===== src/design/php_pkg.sv =====
package php_pkg;

  localparam int MaxVlanDef = 2;
  localparam int MaxExtDef  = 4;

  localparam int NumRec     = 21;
  localparam int KindW      = 5;
  localparam int ValueW     = 64;
  localparam int TdataInW   = 8;
  localparam int TdataOutW  = 72;

  typedef enum logic [1:0] {
    ST_OK        = 2'd0,
    ST_MALFORMED = 2'd1,
    ST_UNSUP_L3  = 2'd2,
    ST_UNSUP_L4  = 2'd3
  } status_t;

  typedef enum logic [KindW-1:0] {
    K_STATUS   = 5'd0,  K_LENGTH   = 5'd1,  K_ETYPE    = 5'd2,  K_VCOUNT   = 5'd3,
    K_TAG0     = 5'd4,  K_TAG1     = 5'd5,  K_IPVER    = 5'd6,  K_PROTO    = 5'd7,
    K_FRAGOFF  = 5'd8,  K_FRAGFLG  = 5'd9,  K_SPORT    = 5'd10, K_DPORT    = 5'd11,
    K_TCPFLG   = 5'd12, K_ICMP     = 5'd13, K_ARP      = 5'd14, K_IP4SRC   = 5'd15,
    K_IP4DST   = 5'd16, K_IP6SRCHI = 5'd17, K_IP6SRCLO = 5'd18, K_IP6DSTHI = 5'd19,
    K_IP6DSTLO = 5'd20
  } kind_t;

  // one frame's worth of results
  typedef struct packed {
    status_t     status;
    logic [15:0] length;
    logic [15:0] ethertype;
    logic [2:0]  vlan_count;
    logic [15:0] tag0;
    logic [15:0] tag1;
    logic [2:0]  ipver;
    logic [7:0]  proto;
    logic [12:0] fragoff;
    logic [1:0]  fragflags;
    logic [15:0] sport;
    logic [15:0] dport;
    logic [7:0]  tcpflags;
    logic [7:0]  icmp;
    logic [15:0] arp;
    logic [31:0] ip4src;
    logic [31:0] ip4dst;
    logic [63:0] ip6src_hi;
    logic [63:0] ip6src_lo;
    logic [63:0] ip6dst_hi;
    logic [63:0] ip6dst_lo;
  } hdr_rec_t;

  function automatic logic [ValueW-1:0] rec_value(hdr_rec_t r, logic [KindW-1:0] k);
    logic [ValueW-1:0] v;
    v = '0;
    unique case (k)
      K_STATUS:   v = 64'(r.status);
      K_LENGTH:   v = 64'(r.length);
      K_ETYPE:    v = 64'(r.ethertype);
      K_VCOUNT:   v = 64'(r.vlan_count);
      K_TAG0:     v = 64'(r.tag0);
      K_TAG1:     v = 64'(r.tag1);
      K_IPVER:    v = 64'(r.ipver);
      K_PROTO:    v = 64'(r.proto);
      K_FRAGOFF:  v = 64'(r.fragoff);
      K_FRAGFLG:  v = 64'(r.fragflags);
      K_SPORT:    v = 64'(r.sport);
      K_DPORT:    v = 64'(r.dport);
      K_TCPFLG:   v = 64'(r.tcpflags);
      K_ICMP:     v = 64'(r.icmp);
      K_ARP:      v = 64'(r.arp);
      K_IP4SRC:   v = 64'(r.ip4src);
      K_IP4DST:   v = 64'(r.ip4dst);
      K_IP6SRCHI: v = r.ip6src_hi;
      K_IP6SRCLO: v = r.ip6src_lo;
      K_IP6DSTHI: v = r.ip6dst_hi;
      K_IP6DSTLO: v = r.ip6dst_lo;
      default:    v = '0;
    endcase
    return v;
  endfunction

endpackage


===== src/design/packet_header_parser.sv =====
// A frame's record set is written into the queue when its last byte is taken.
// Throughput: one frame byte per cycle while the queue is not full; each frame then
// drains as 21 records, one per cycle while m_tready is high, from a two-frame record
// queue, so frames under 21 bytes are paced by the record emitter.
// Reset: rst synchronous active high; clears parser state and the queue.
module packet_header_parser import php_pkg::*; #(
  parameter int MAX_VLAN = MaxVlanDef,
  parameter int MAX_EXT  = MaxExtDef
) (
  input  logic                 clk,
  input  logic                 rst,
  input  logic                 s_tvalid,
  output logic                 s_tready,
  input  logic [TdataInW-1:0]  s_tdata,   // [7:0] data_byte
  input  logic                 s_tlast,   // end_of_frame
  output logic                 m_tvalid,
  input  logic                 m_tready,
  output logic [TdataOutW-1:0] m_tdata,   // [4:0] record_kind, [68:5] record_value
  output logic                 m_tlast    // last_record
);

  logic     accept, push, pop, full, empty;
  hdr_rec_t push_rec, head;

  // Input request is taken whenever the queue can hold a finished frame.
  assign s_tready = !full;
  assign accept   = s_tvalid && s_tready;

  // Front: walks headers a byte per cycle while bytes are accepted, snapshots records on the last byte.
  php_front #(.MAX_VLAN(MAX_VLAN), .MAX_EXT(MAX_EXT)) u_front (
    .clk, .rst, .accept,
    .data_byte(s_tdata[7:0]), .end_of_frame(s_tlast),
    .push, .push_rec
  );

  // Queue of per-frame record sets decouples parse from drain.
  php_queue u_queue (
    .clk, .rst, .push, .push_rec, .pop, .full, .empty, .head
  );

  // Back: walks kinds 0..20 of the head frame.
  php_back u_back (
    .clk, .rst, .empty, .head, .pop,
    .m_tvalid, .m_tready, .m_tdata, .m_tlast
  );

endmodule


===== src/design/php_front.sv =====
module php_front import php_pkg::*; #(
  parameter int MAX_VLAN = MaxVlanDef,
  parameter int MAX_EXT  = MaxExtDef
) (
  input  logic     clk,
  input  logic     rst,
  input  logic     accept,
  input  logic [7:0] data_byte,
  input  logic     end_of_frame,
  output logic     push,
  output hdr_rec_t push_rec
);

  typedef enum logic [3:0] {
    PH_ETH, PH_VLAN, PH_ARP, PH_IP4, PH_IP6, PH_OPT, PH_AH, PH_FRAG,
    PH_TCP, PH_UDP, PH_ICMP, PH_DONE
  } phase_t;

  phase_t      phase, phase_n;
  status_t     status, status_n;
  logic [15:0] boff, boff_n, hstart, hstart_n, hend, hend_n;
  logic [7:0]  np, np_n;
  logic [3:0]  ext, ext_n;
  logic [2:0]  vcnt, vcnt_n;
  logic [15:0] tag [2];
  logic [15:0] tag_n [2];
  logic [63:0] addr [4];
  logic [63:0] addr_n [4];
  logic [15:0] s0, s0_n, s1, s1_n;
  logic [7:0]  s2, s2_n;
  logic [63:0] s3, s3_n;
  hdr_rec_t    rec, rec_n;

  always_comb begin
    logic [15:0] r, nb, len;
    logic [1:0]  idx;
    logic        chk, do_type, do_ext, do_l4, isf, first;
    logic [15:0] tval;
    logic [7:0]  l4p;
    phase_n = phase; status_n = status; hstart_n = hstart; hend_n = hend;
    np_n = np; ext_n = ext; vcnt_n = vcnt; tag_n = tag; addr_n = addr;
    s0_n = s0; s1_n = s1; s2_n = s2; s3_n = s3; rec_n = rec;
    r = boff - hstart;
    nb = boff + 16'd1;
    chk = 1'b1; do_type = 1'b0; do_ext = 1'b0; do_l4 = 1'b0;
    tval = s0; l4p = s2; isf = 1'b0; first = 1'b0; len = '0;
    idx = 2'(((r - 16'd8) >> 3));
    unique case (phase)
      PH_ETH: if (r == 16'd12 || r == 16'd13) s0_n = {s0[7:0], data_byte};
      PH_ARP: if (r == 16'd6 || r == 16'd7) s0_n = {s0[7:0], data_byte};
      PH_VLAN: begin
        if (r < 16'd2) s1_n = {s1[7:0], data_byte};
        else s0_n = {s0[7:0], data_byte};
      end
      PH_IP4: begin
        if (r == 16'd0) begin
          if (data_byte[7:4] != 4'd4) begin
            status_n = ST_MALFORMED; phase_n = PH_DONE; chk = 1'b0;
          end else begin
            s1_n = {10'd0, data_byte[3:0], 2'd0};
          end
        end else if (r == 16'd6 || r == 16'd7) begin
          s0_n = {s0[7:0], data_byte};
        end else if (r == 16'd9) begin
          s2_n = data_byte;
        end else if (r >= 16'd12 && r <= 16'd19) begin
          s3_n = {s3[55:0], data_byte};
        end
        if (r == 16'd19) begin
          if (s1_n < 16'd20) begin
            status_n = ST_MALFORMED; phase_n = PH_DONE; chk = 1'b0;
          end else begin
            hend_n = hstart + s1_n;
          end
        end
      end
      PH_IP6: begin
        if (r == 16'd0) begin
          if (data_byte[7:4] != 4'd6) begin
            status_n = ST_MALFORMED; phase_n = PH_DONE; chk = 1'b0;
          end else begin
            for (int i = 0; i < 4; i++) addr_n[i] = '0;
          end
        end else if (r == 16'd6) begin
          s2_n = data_byte;
        end else if (r >= 16'd8 && r < 16'd40) begin
          addr_n[idx] = {addr[idx][55:0], data_byte};
        end
      end
      PH_OPT, PH_AH: begin
        if (r == 16'd0) begin
          s2_n = data_byte;
        end else if (r == 16'd1) begin
          if (phase == PH_OPT) len = {4'd0, (9'(data_byte) + 9'd1), 3'd0};
          else len = {5'd0, (9'(data_byte) + 9'd2), 2'd0};
          hend_n = hstart + len;
        end
      end
      PH_FRAG: begin
        if (r == 16'd0) s2_n = data_byte;
        else if (r == 16'd2 || r == 16'd3) s0_n = {s0[7:0], data_byte};
      end
      PH_TCP, PH_UDP: begin
        if (r < 16'd2) s0_n = {s0[7:0], data_byte};
        else if (r < 16'd4) s1_n = {s1[7:0], data_byte};
        else if (phase == PH_TCP && r == 16'd12) s3_n = {58'd0, data_byte[7:4], 2'd0};
        else if (phase == PH_TCP && r == 16'd13) s2_n = data_byte;
        if (phase == PH_TCP && r == 16'd19) begin
          if (s3_n < 64'd20) begin
            status_n = ST_MALFORMED; phase_n = PH_DONE; chk = 1'b0;
          end else begin
            hend_n = hstart + s3_n[15:0];
          end
        end
      end
      PH_ICMP: if (r == 16'd0) s2_n = data_byte;
      default: chk = 1'b0;
    endcase

    // header complete: commit fields and pick the next header or end the parse
    if (chk && nb == hend_n) begin
      unique case (phase)
        PH_ETH: begin do_type = 1'b1; tval = s0_n; end
        PH_VLAN: begin
          if (vcnt < 3'd2) tag_n[vcnt[0]] = s1_n;
          vcnt_n = vcnt + 3'd1;
          rec_n.vlan_count = vcnt_n;
          rec_n.tag0 = tag_n[0];
          rec_n.tag1 = tag_n[1];
          do_type = 1'b1; tval = s0_n;
        end
        PH_ARP: begin rec_n.arp = s0_n; status_n = ST_OK; phase_n = PH_DONE; end
        PH_IP4: begin
          rec_n.ipver = 3'd4;
          rec_n.proto = s2_n;
          rec_n.ip4src = s3_n[63:32];
          rec_n.ip4dst = s3_n[31:0];
          rec_n.fragoff = s0_n[12:0];
          isf = |s0_n[13:0];
          first = isf && (s0_n[12:0] == 13'd0);
          rec_n.fragflags = {first, isf};
          if (isf && !first) begin
            status_n = ST_OK; phase_n = PH_DONE;
          end else begin
            do_l4 = 1'b1; l4p = s2_n;
          end
        end
        PH_IP6: begin
          rec_n.ipver = 3'd6;
          rec_n.ip6src_hi = addr_n[0];
          rec_n.ip6src_lo = addr_n[1];
          rec_n.ip6dst_hi = addr_n[2];
          rec_n.ip6dst_lo = addr_n[3];
          np_n = s2_n; ext_n = '0; do_ext = 1'b1;
        end
        PH_OPT, PH_AH: begin np_n = s2_n; ext_n = ext + 4'd1; do_ext = 1'b1; end
        PH_FRAG: begin
          np_n = s2_n; ext_n = ext + 4'd1;
          rec_n.fragoff = s0_n[15:3];
          first = (s0_n[15:3] == 13'd0);
          rec_n.fragflags = {first, 1'b1};
          if (!first) begin
            rec_n.proto = s2_n; status_n = ST_OK; phase_n = PH_DONE;
          end else begin
            do_ext = 1'b1;
          end
        end
        PH_TCP: begin
          rec_n.sport = s0_n; rec_n.dport = s1_n; rec_n.tcpflags = s2_n;
          status_n = ST_OK; phase_n = PH_DONE;
        end
        PH_UDP: begin
          rec_n.sport = s0_n; rec_n.dport = s1_n;
          status_n = ST_OK; phase_n = PH_DONE;
        end
        PH_ICMP: begin rec_n.icmp = s2_n; status_n = ST_OK; phase_n = PH_DONE; end
        default: ;
      endcase

      if (do_ext) begin
        if (ext_n >= 4'(MAX_EXT)) begin
          status_n = ST_UNSUP_L4; phase_n = PH_DONE;
        end else if (np_n == 8'd0 || np_n == 8'd43 || np_n == 8'd60) begin
          phase_n = PH_OPT; hstart_n = nb; hend_n = nb + 16'd2;
        end else if (np_n == 8'd51) begin
          phase_n = PH_AH; hstart_n = nb; hend_n = nb + 16'd2;
        end else if (np_n == 8'd44) begin
          phase_n = PH_FRAG; hstart_n = nb; hend_n = nb + 16'd8;
        end else begin
          rec_n.proto = np_n;
          if (rec_n.fragflags == 2'b01) begin
            status_n = ST_OK; phase_n = PH_DONE;
          end else begin
            do_l4 = 1'b1; l4p = np_n;
          end
        end
      end

      if (do_l4) begin
        if (l4p == 8'd6) begin
          phase_n = PH_TCP; hstart_n = nb; hend_n = nb + 16'd20;
        end else if (l4p == 8'd17) begin
          phase_n = PH_UDP; hstart_n = nb; hend_n = nb + 16'd8;
        end else if (l4p == 8'd1 || l4p == 8'd58) begin
          phase_n = PH_ICMP; hstart_n = nb; hend_n = nb + 16'd4;
        end else begin
          status_n = ST_UNSUP_L4; phase_n = PH_DONE;
        end
      end

      if (do_type) begin
        if ((tval == 16'h8100 || tval == 16'h88a8) && vcnt_n < 3'(MAX_VLAN)) begin
          phase_n = PH_VLAN; hstart_n = nb; hend_n = nb + 16'd4;
        end else begin
          rec_n.ethertype = tval;
          if (tval == 16'h0806) begin
            phase_n = PH_ARP; hstart_n = nb; hend_n = nb + 16'd8;
          end else if (tval == 16'h0800) begin
            phase_n = PH_IP4; hstart_n = nb; hend_n = nb + 16'd20;
          end else if (tval == 16'h86dd) begin
            phase_n = PH_IP6; hstart_n = nb; hend_n = nb + 16'd40;
          end else begin
            status_n = ST_UNSUP_L3; phase_n = PH_DONE;
          end
        end
      end
    end

    boff_n = (boff == 16'hffff) ? boff : nb;

    push_rec = rec_n;
    push_rec.status = (phase_n == PH_DONE) ? status_n : ST_MALFORMED;
    push_rec.length = boff_n;
  end

  assign push = accept && end_of_frame;

  always_ff @(posedge clk) begin
    if (rst || push) begin
      phase <= PH_ETH; status <= ST_OK; boff <= '0; hstart <= '0; hend <= 16'd14;
      np <= '0; ext <= '0; vcnt <= '0; rec <= '0;
      s0 <= '0; s1 <= '0; s2 <= '0; s3 <= '0;
      for (int i = 0; i < 2; i++) tag[i] <= '0;
      for (int i = 0; i < 4; i++) addr[i] <= '0;
    end else if (accept) begin
      phase <= phase_n; status <= status_n; boff <= boff_n; hstart <= hstart_n;
      hend <= hend_n; np <= np_n; ext <= ext_n; vcnt <= vcnt_n; rec <= rec_n;
      s0 <= s0_n; s1 <= s1_n; s2 <= s2_n; s3 <= s3_n;
      tag <= tag_n; addr <= addr_n;
    end
  end

endmodule


===== src/design/php_queue.sv =====
module php_queue import php_pkg::*; (
  input  logic     clk,
  input  logic     rst,
  input  logic     push,
  input  hdr_rec_t push_rec,
  input  logic     pop,
  output logic     full,
  output logic     empty,
  output hdr_rec_t head
);

  hdr_rec_t   mem [2];
  logic       wptr, rptr;
  logic [1:0] count;

  assign full  = (count == 2'd2);
  assign empty = (count == 2'd0);
  assign head  = mem[rptr];

  always_ff @(posedge clk) begin
    if (push) mem[wptr] <= push_rec;
  end

  always_ff @(posedge clk) begin
    if (rst) begin
      wptr <= 1'b0; rptr <= 1'b0; count <= '0;
    end else begin
      if (push) wptr <= ~wptr;
      if (pop) rptr <= ~rptr;
      count <= count + 2'(push) - 2'(pop);
    end
  end

endmodule


===== src/design/php_back.sv =====
module php_back import php_pkg::*; (
  input  logic                 clk,
  input  logic                 rst,
  input  logic                 empty,
  input  hdr_rec_t             head,
  output logic                 pop,
  output logic                 m_tvalid,
  input  logic                 m_tready,
  output logic [TdataOutW-1:0] m_tdata,
  output logic                 m_tlast
);

  logic [KindW-1:0] kind;
  logic             is_last;

  assign is_last  = (kind == K_IP6DSTLO);
  assign m_tvalid = !empty;
  assign m_tlast  = is_last;
  assign m_tdata  = {3'd0, rec_value(head, kind), kind};
  assign pop      = m_tvalid && m_tready && is_last;

  always_ff @(posedge clk) begin
    if (rst) begin
      kind <= K_STATUS;
    end else if (m_tvalid && m_tready) begin
      kind <= is_last ? K_STATUS : kind + 5'd1;
    end
  end

endmodule


===== config.mk =====
export PLATFORM = sky130hd
export DESIGN_NAME = packet_header_parser
export DESIGN_NICKNAME = d
export VERILOG_FILES = /design/src/design/php_pkg.sv /design/src/design/packet_header_parser.sv /design/src/design/php_front.sv /design/src/design/php_queue.sv /design/src/design/php_back.sv
export SDC_FILE = /design/constraint.sdc
export NUM_CORES = 2
export LEC_CHECK = 0
export ABC_AREA = 1
export BUFFER_PORTS_ARGS = -buffer_cell sky130_fd_sc_hd__buf_2
export CAP_MARGIN = 10
export CELL_PAD_IN_SITES_DETAIL_PLACEMENT = 1
export CELL_PAD_IN_SITES_GLOBAL_PLACEMENT = 1
export CORE_MARGIN = 4
export CORE_UTILIZATION = 35
export DETAILED_ROUTE_END_ITERATION = 10
export PLACE_DENSITY = 0.72
export SYNTH_ARGS = -nofsm -noshare
export SYNTH_HDL_FRONTEND = slang
export SYNTH_HIERARCHICAL = 1
export SYNTH_SLANG_ARGS = --single-unit

===== constraint.sdc =====
create_clock -name clk -period 40.1 [get_ports clk]
set_clock_uncertainty 0.05 [all_clocks]
set_input_delay 2.005 -clock clk [delete_from_list [all_inputs] [get_ports clk]]
set_output_delay 2.005 -clock clk [all_outputs]
set_load 0.02 [all_outputs]

==> results by group <==
Yosys
  – Most common library cells after synthesis: nand2_1 (2510), inv_1 (1662), nor2_1 (1188)
  – Asr flop ratio synth: 0%
  – Syn_area_per_cell: 8.08 sq um
  – Post-synth EDFFs: 958
  – Synth area leader: edfxtp_1
  – Cell variety after synth: 62
  – Share of the synthesized area in the top cell type: 28.8%
  – Seq/Total Area, Yosys: 47.5%
  – Post-synthesis cell area: 99900 sq um
  – Synthesized flop and latch total: 1890
  – Top FF cell, synth: edfxtp_1
  – Synth area leaders: edfxtp_1 (29%), dfxtp_1 (19%), nand2_1 (9.4%)
  – Cell with the most instances after synthesis: nand2_1
  – YS warnings: 6
  – Gate Count Post-Synth: 12400

Power
  – VDD IR max: 0.0000326 V
  – Lkg Pwr: 47.9 nW
  – Pwr/cell area: 42.9 nW/um^2

Global route
  – Vias in the first global route: 85600
  – Global-route wire length before repair: 549000 um
  – GRT overflow: 0
  – GRT Resource Usage Total: 24.1%
  – Initial antenna violation count: 17
  – Largest net degree at the start of global routing: 191

Setup path
  – Startpoint types: flip-flop
  – Critical Path Stages: 50
  – WP data required: 40810 ps
  – Critical path buffers and inverters: 10
  – Critical-path top delay cell: buf_4
  – Most numerous cell on the critical path: nand2_1
  – Worst R2R Path Depth: 50
  – CP Capture Type: flip-flop
  – CP top delay family: simple AND/OR/NAND/NOR gates
  – Critical path class: reg -> reg
  – Max FO, Critical Path: 78
  – WP data arrival: 12360 ps
  – CP peak stage delay: 780 ps

Status
  – Outcome: finished, final reports clean

Floorplanning
  – Die Y: 542 um
  – Die W: 542 um
  – Number of cell rows: 195
  – Core Area: 283000 sq um
  – Die area: 294000 sq um
  – Initial Utilization: 35.3%
  – Ports: 88

STA
  – Tmin final: 11650 ps
  – Worst Tran Pin Value: 1220 ps
  – Pins Over Slew Limit: 0
  – Final setup viols: 0
  – Crit share post-route: 29.0%
  – Setup TNS: 0 ps
  – RSZ-0062 raised after global routing: false
  – Fmax: 85.9 MHz
  – Rel. slew slack: 17.8%
  – Final hold slack: 395 ps
  – Final Hold Viols: 0

Final layout
  – Layout cells sized above 1: 9.47%
  – Layout Nets: 12200
  – Layout overhead on the synthesized area: 9.97%
  – # fillers: 33800
  – Storage element area: 47400 sq um
  – Multi-input logic area: 42800 sq um

Placed design
  – Gpl congestion: 0.931
  – Hpwl dp: 236000 um
  – IO buf count: 84

Hold path
  – Cells on Worst Hold Path: 2
  – Hold Path Class: reg -> reg

Routing
  – Number of remaining DRC errors: 0
  – Top sig layer: met5
  – 1st-pass router iterations: 6
  – DRT Wirelength: 368000 um
  – Via count: 87100
  – Vias/cell: 5.45
  – Metal3 WL: 23900 um
  – Detailed-routing wirelength on met1: 161000 um
  – Drt wl/cell: 23.0 um
  – Metal2 WL: 168000 um
  – Drt initial violations: 7866
  – Antenna Nets Post-Route: 0

Clock tree
  – Clk slew on worst S/H paths: 60 ps
  – CTS tree: done
  – Num CTS Buffers: 216
  – Clock latency on the worst-skew pair: 880 ps
  – Clock Tree Buf Depth: 4
  – CTS Hold Bufs: 0
  – Post-CTS Setup Repair Bufs: 0
  – Total clock sinks: 1890
  – Post-CTS Resized: 0
  – Root Buffer Master: clkbuf_16
  – H-tree depth: 4

Run
  – Max cap viols: 0
-- worst paths after layout --
path                                 from                      endpoint  slack, ps
max reg2reg  u_front/boff[0]$_SDFFE_PP0P_  u_front/rec[71]$_SDFFE_PP0P_      28450
max          u_front/boff[0]$_SDFFE_PP0P_  u_front/rec[71]$_SDFFE_PP0P_      28450
min           u_front/tag[2]$_SDFFE_PP0P_   u_front/tag[2]$_SDFFE_PP0P_        400
min reg2reg   u_front/tag[2]$_SDFFE_PP0P_   u_front/tag[2]$_SDFFE_PP0P_        400
-- logic make-up (layout without fill, tap and decap cells) --
kind of cell,Yosys count,after routing,share of synthesized area [%]
fa+ha+maj,79,79,1.02
compound gates,2676,2676,14.5
other cells,1,6,0.00375
xor+xnor,105,105,0.928
buf+inv,2458,2338,9.94
flops,1890,1890,47.5
simple gates,4673,4673,19.2
mux,479,479,6.90
-- cell usage in the layout (no fill, tap or decap), types with 12 or more instances in the layout --
master / instances
clkinv_2: 35
a31oi_1: 18
nand4_1: 117
nand2_1: 2503
a21oi_1: 842
nor2_4: 18
or2_2: 15
xnor2_1: 16
clkbuf_16: 220
nor2_2: 19
o211ai_1: 178
nor2_1: 1174
o31ai_1: 28
mux2_4: 400
ha_1: 73
nand3_2: 12
clkinv_1: 45
inv_2: 13
edfxtp_1: 958
nand3_1: 733
o21ai_0: 990
inv_1: 1655
nor3_1: 33
xor2_1: 88
clkbuf_1: 64
o22ai_1: 249
mux2_2: 79
a211oi_1: 16
o21ai_1: 286
clkbuf_8: 28
o32ai_1: 18
dfxtp_1: 931
buf_4: 156
buf_2: 84
-- layout make-up --
type                            instances  area share [%]
Tap cell                             3743            4.26
Antenna cell                            3         0.00683
Clock inverter                         83           0.654
Timing Repair Buffer                  246            1.56
Clock buffer                          312            5.58
Multi-Input combinational cell       8015            38.9
Inverter                             1697            5.83
Sequential cell                      1890            43.2
-- worst min-delay path, delay by kind of cell, from the launching register on --
kind | cells | cell delay [ps]
buf+inv | 1 | 50
flops | 1 | 310
compound gates | 1 | 50
-- flip-flops by register name, indices dropped and copies added (netlist names), 3 cells and up, named ones only --
register	flops
u_front/s1	16
u_back/kind	5
u_queue/mem	958
u_front/boff	16
u_front/tag	32
u_front/np	8
u_front/addr	256
u_front/hstart	16
u_front/phase	4
u_front/hend	16
u_front/s3	64
u_front/vcnt	3
u_front/s0	16
u_front/s2	8
u_front/rec	461
-- through the flow --
stage	std cells	setup slack [ps]	instance area, sq um	total power (W)	util [%]
6_report	16000	28450	110000	0.00471	38.8
5_1_grt	16000	27610	110000	0.00489	38.8
4_1_cts	16000	28700	110000	0.00474	38.8
3_5_place_dp	15600	28720	103000	0.00279	36.4
3_3_place_gp	15600	29000	103000	0.00278	36.4
2_1_floorplan	12400	16060	99900	0.00259	-
-- layer usage --
| metal | track usage, % | vias up |
|---|---|---|
| met5 | 0 | - |
| met4 | 9.75 | 12 |
| met3 | 3.04 | 653 |
| met2 | 38.8 | 2831 |
| met1 | 32.9 | 43300 |
| li1 | - | 40400 |
-- where the power goes --
part / internal, W / switching, W / total [W]
Sequential: 0.00211 / 0.0000305 / 0.00214
Clock: 0.00113 / 0.000817 / 0.00194
Combinational: 0.000161 / 0.000462 / 0.000623
Total: 0.00340 / 0.00131 / 0.00471
Power figures use the tool's default switching activity.
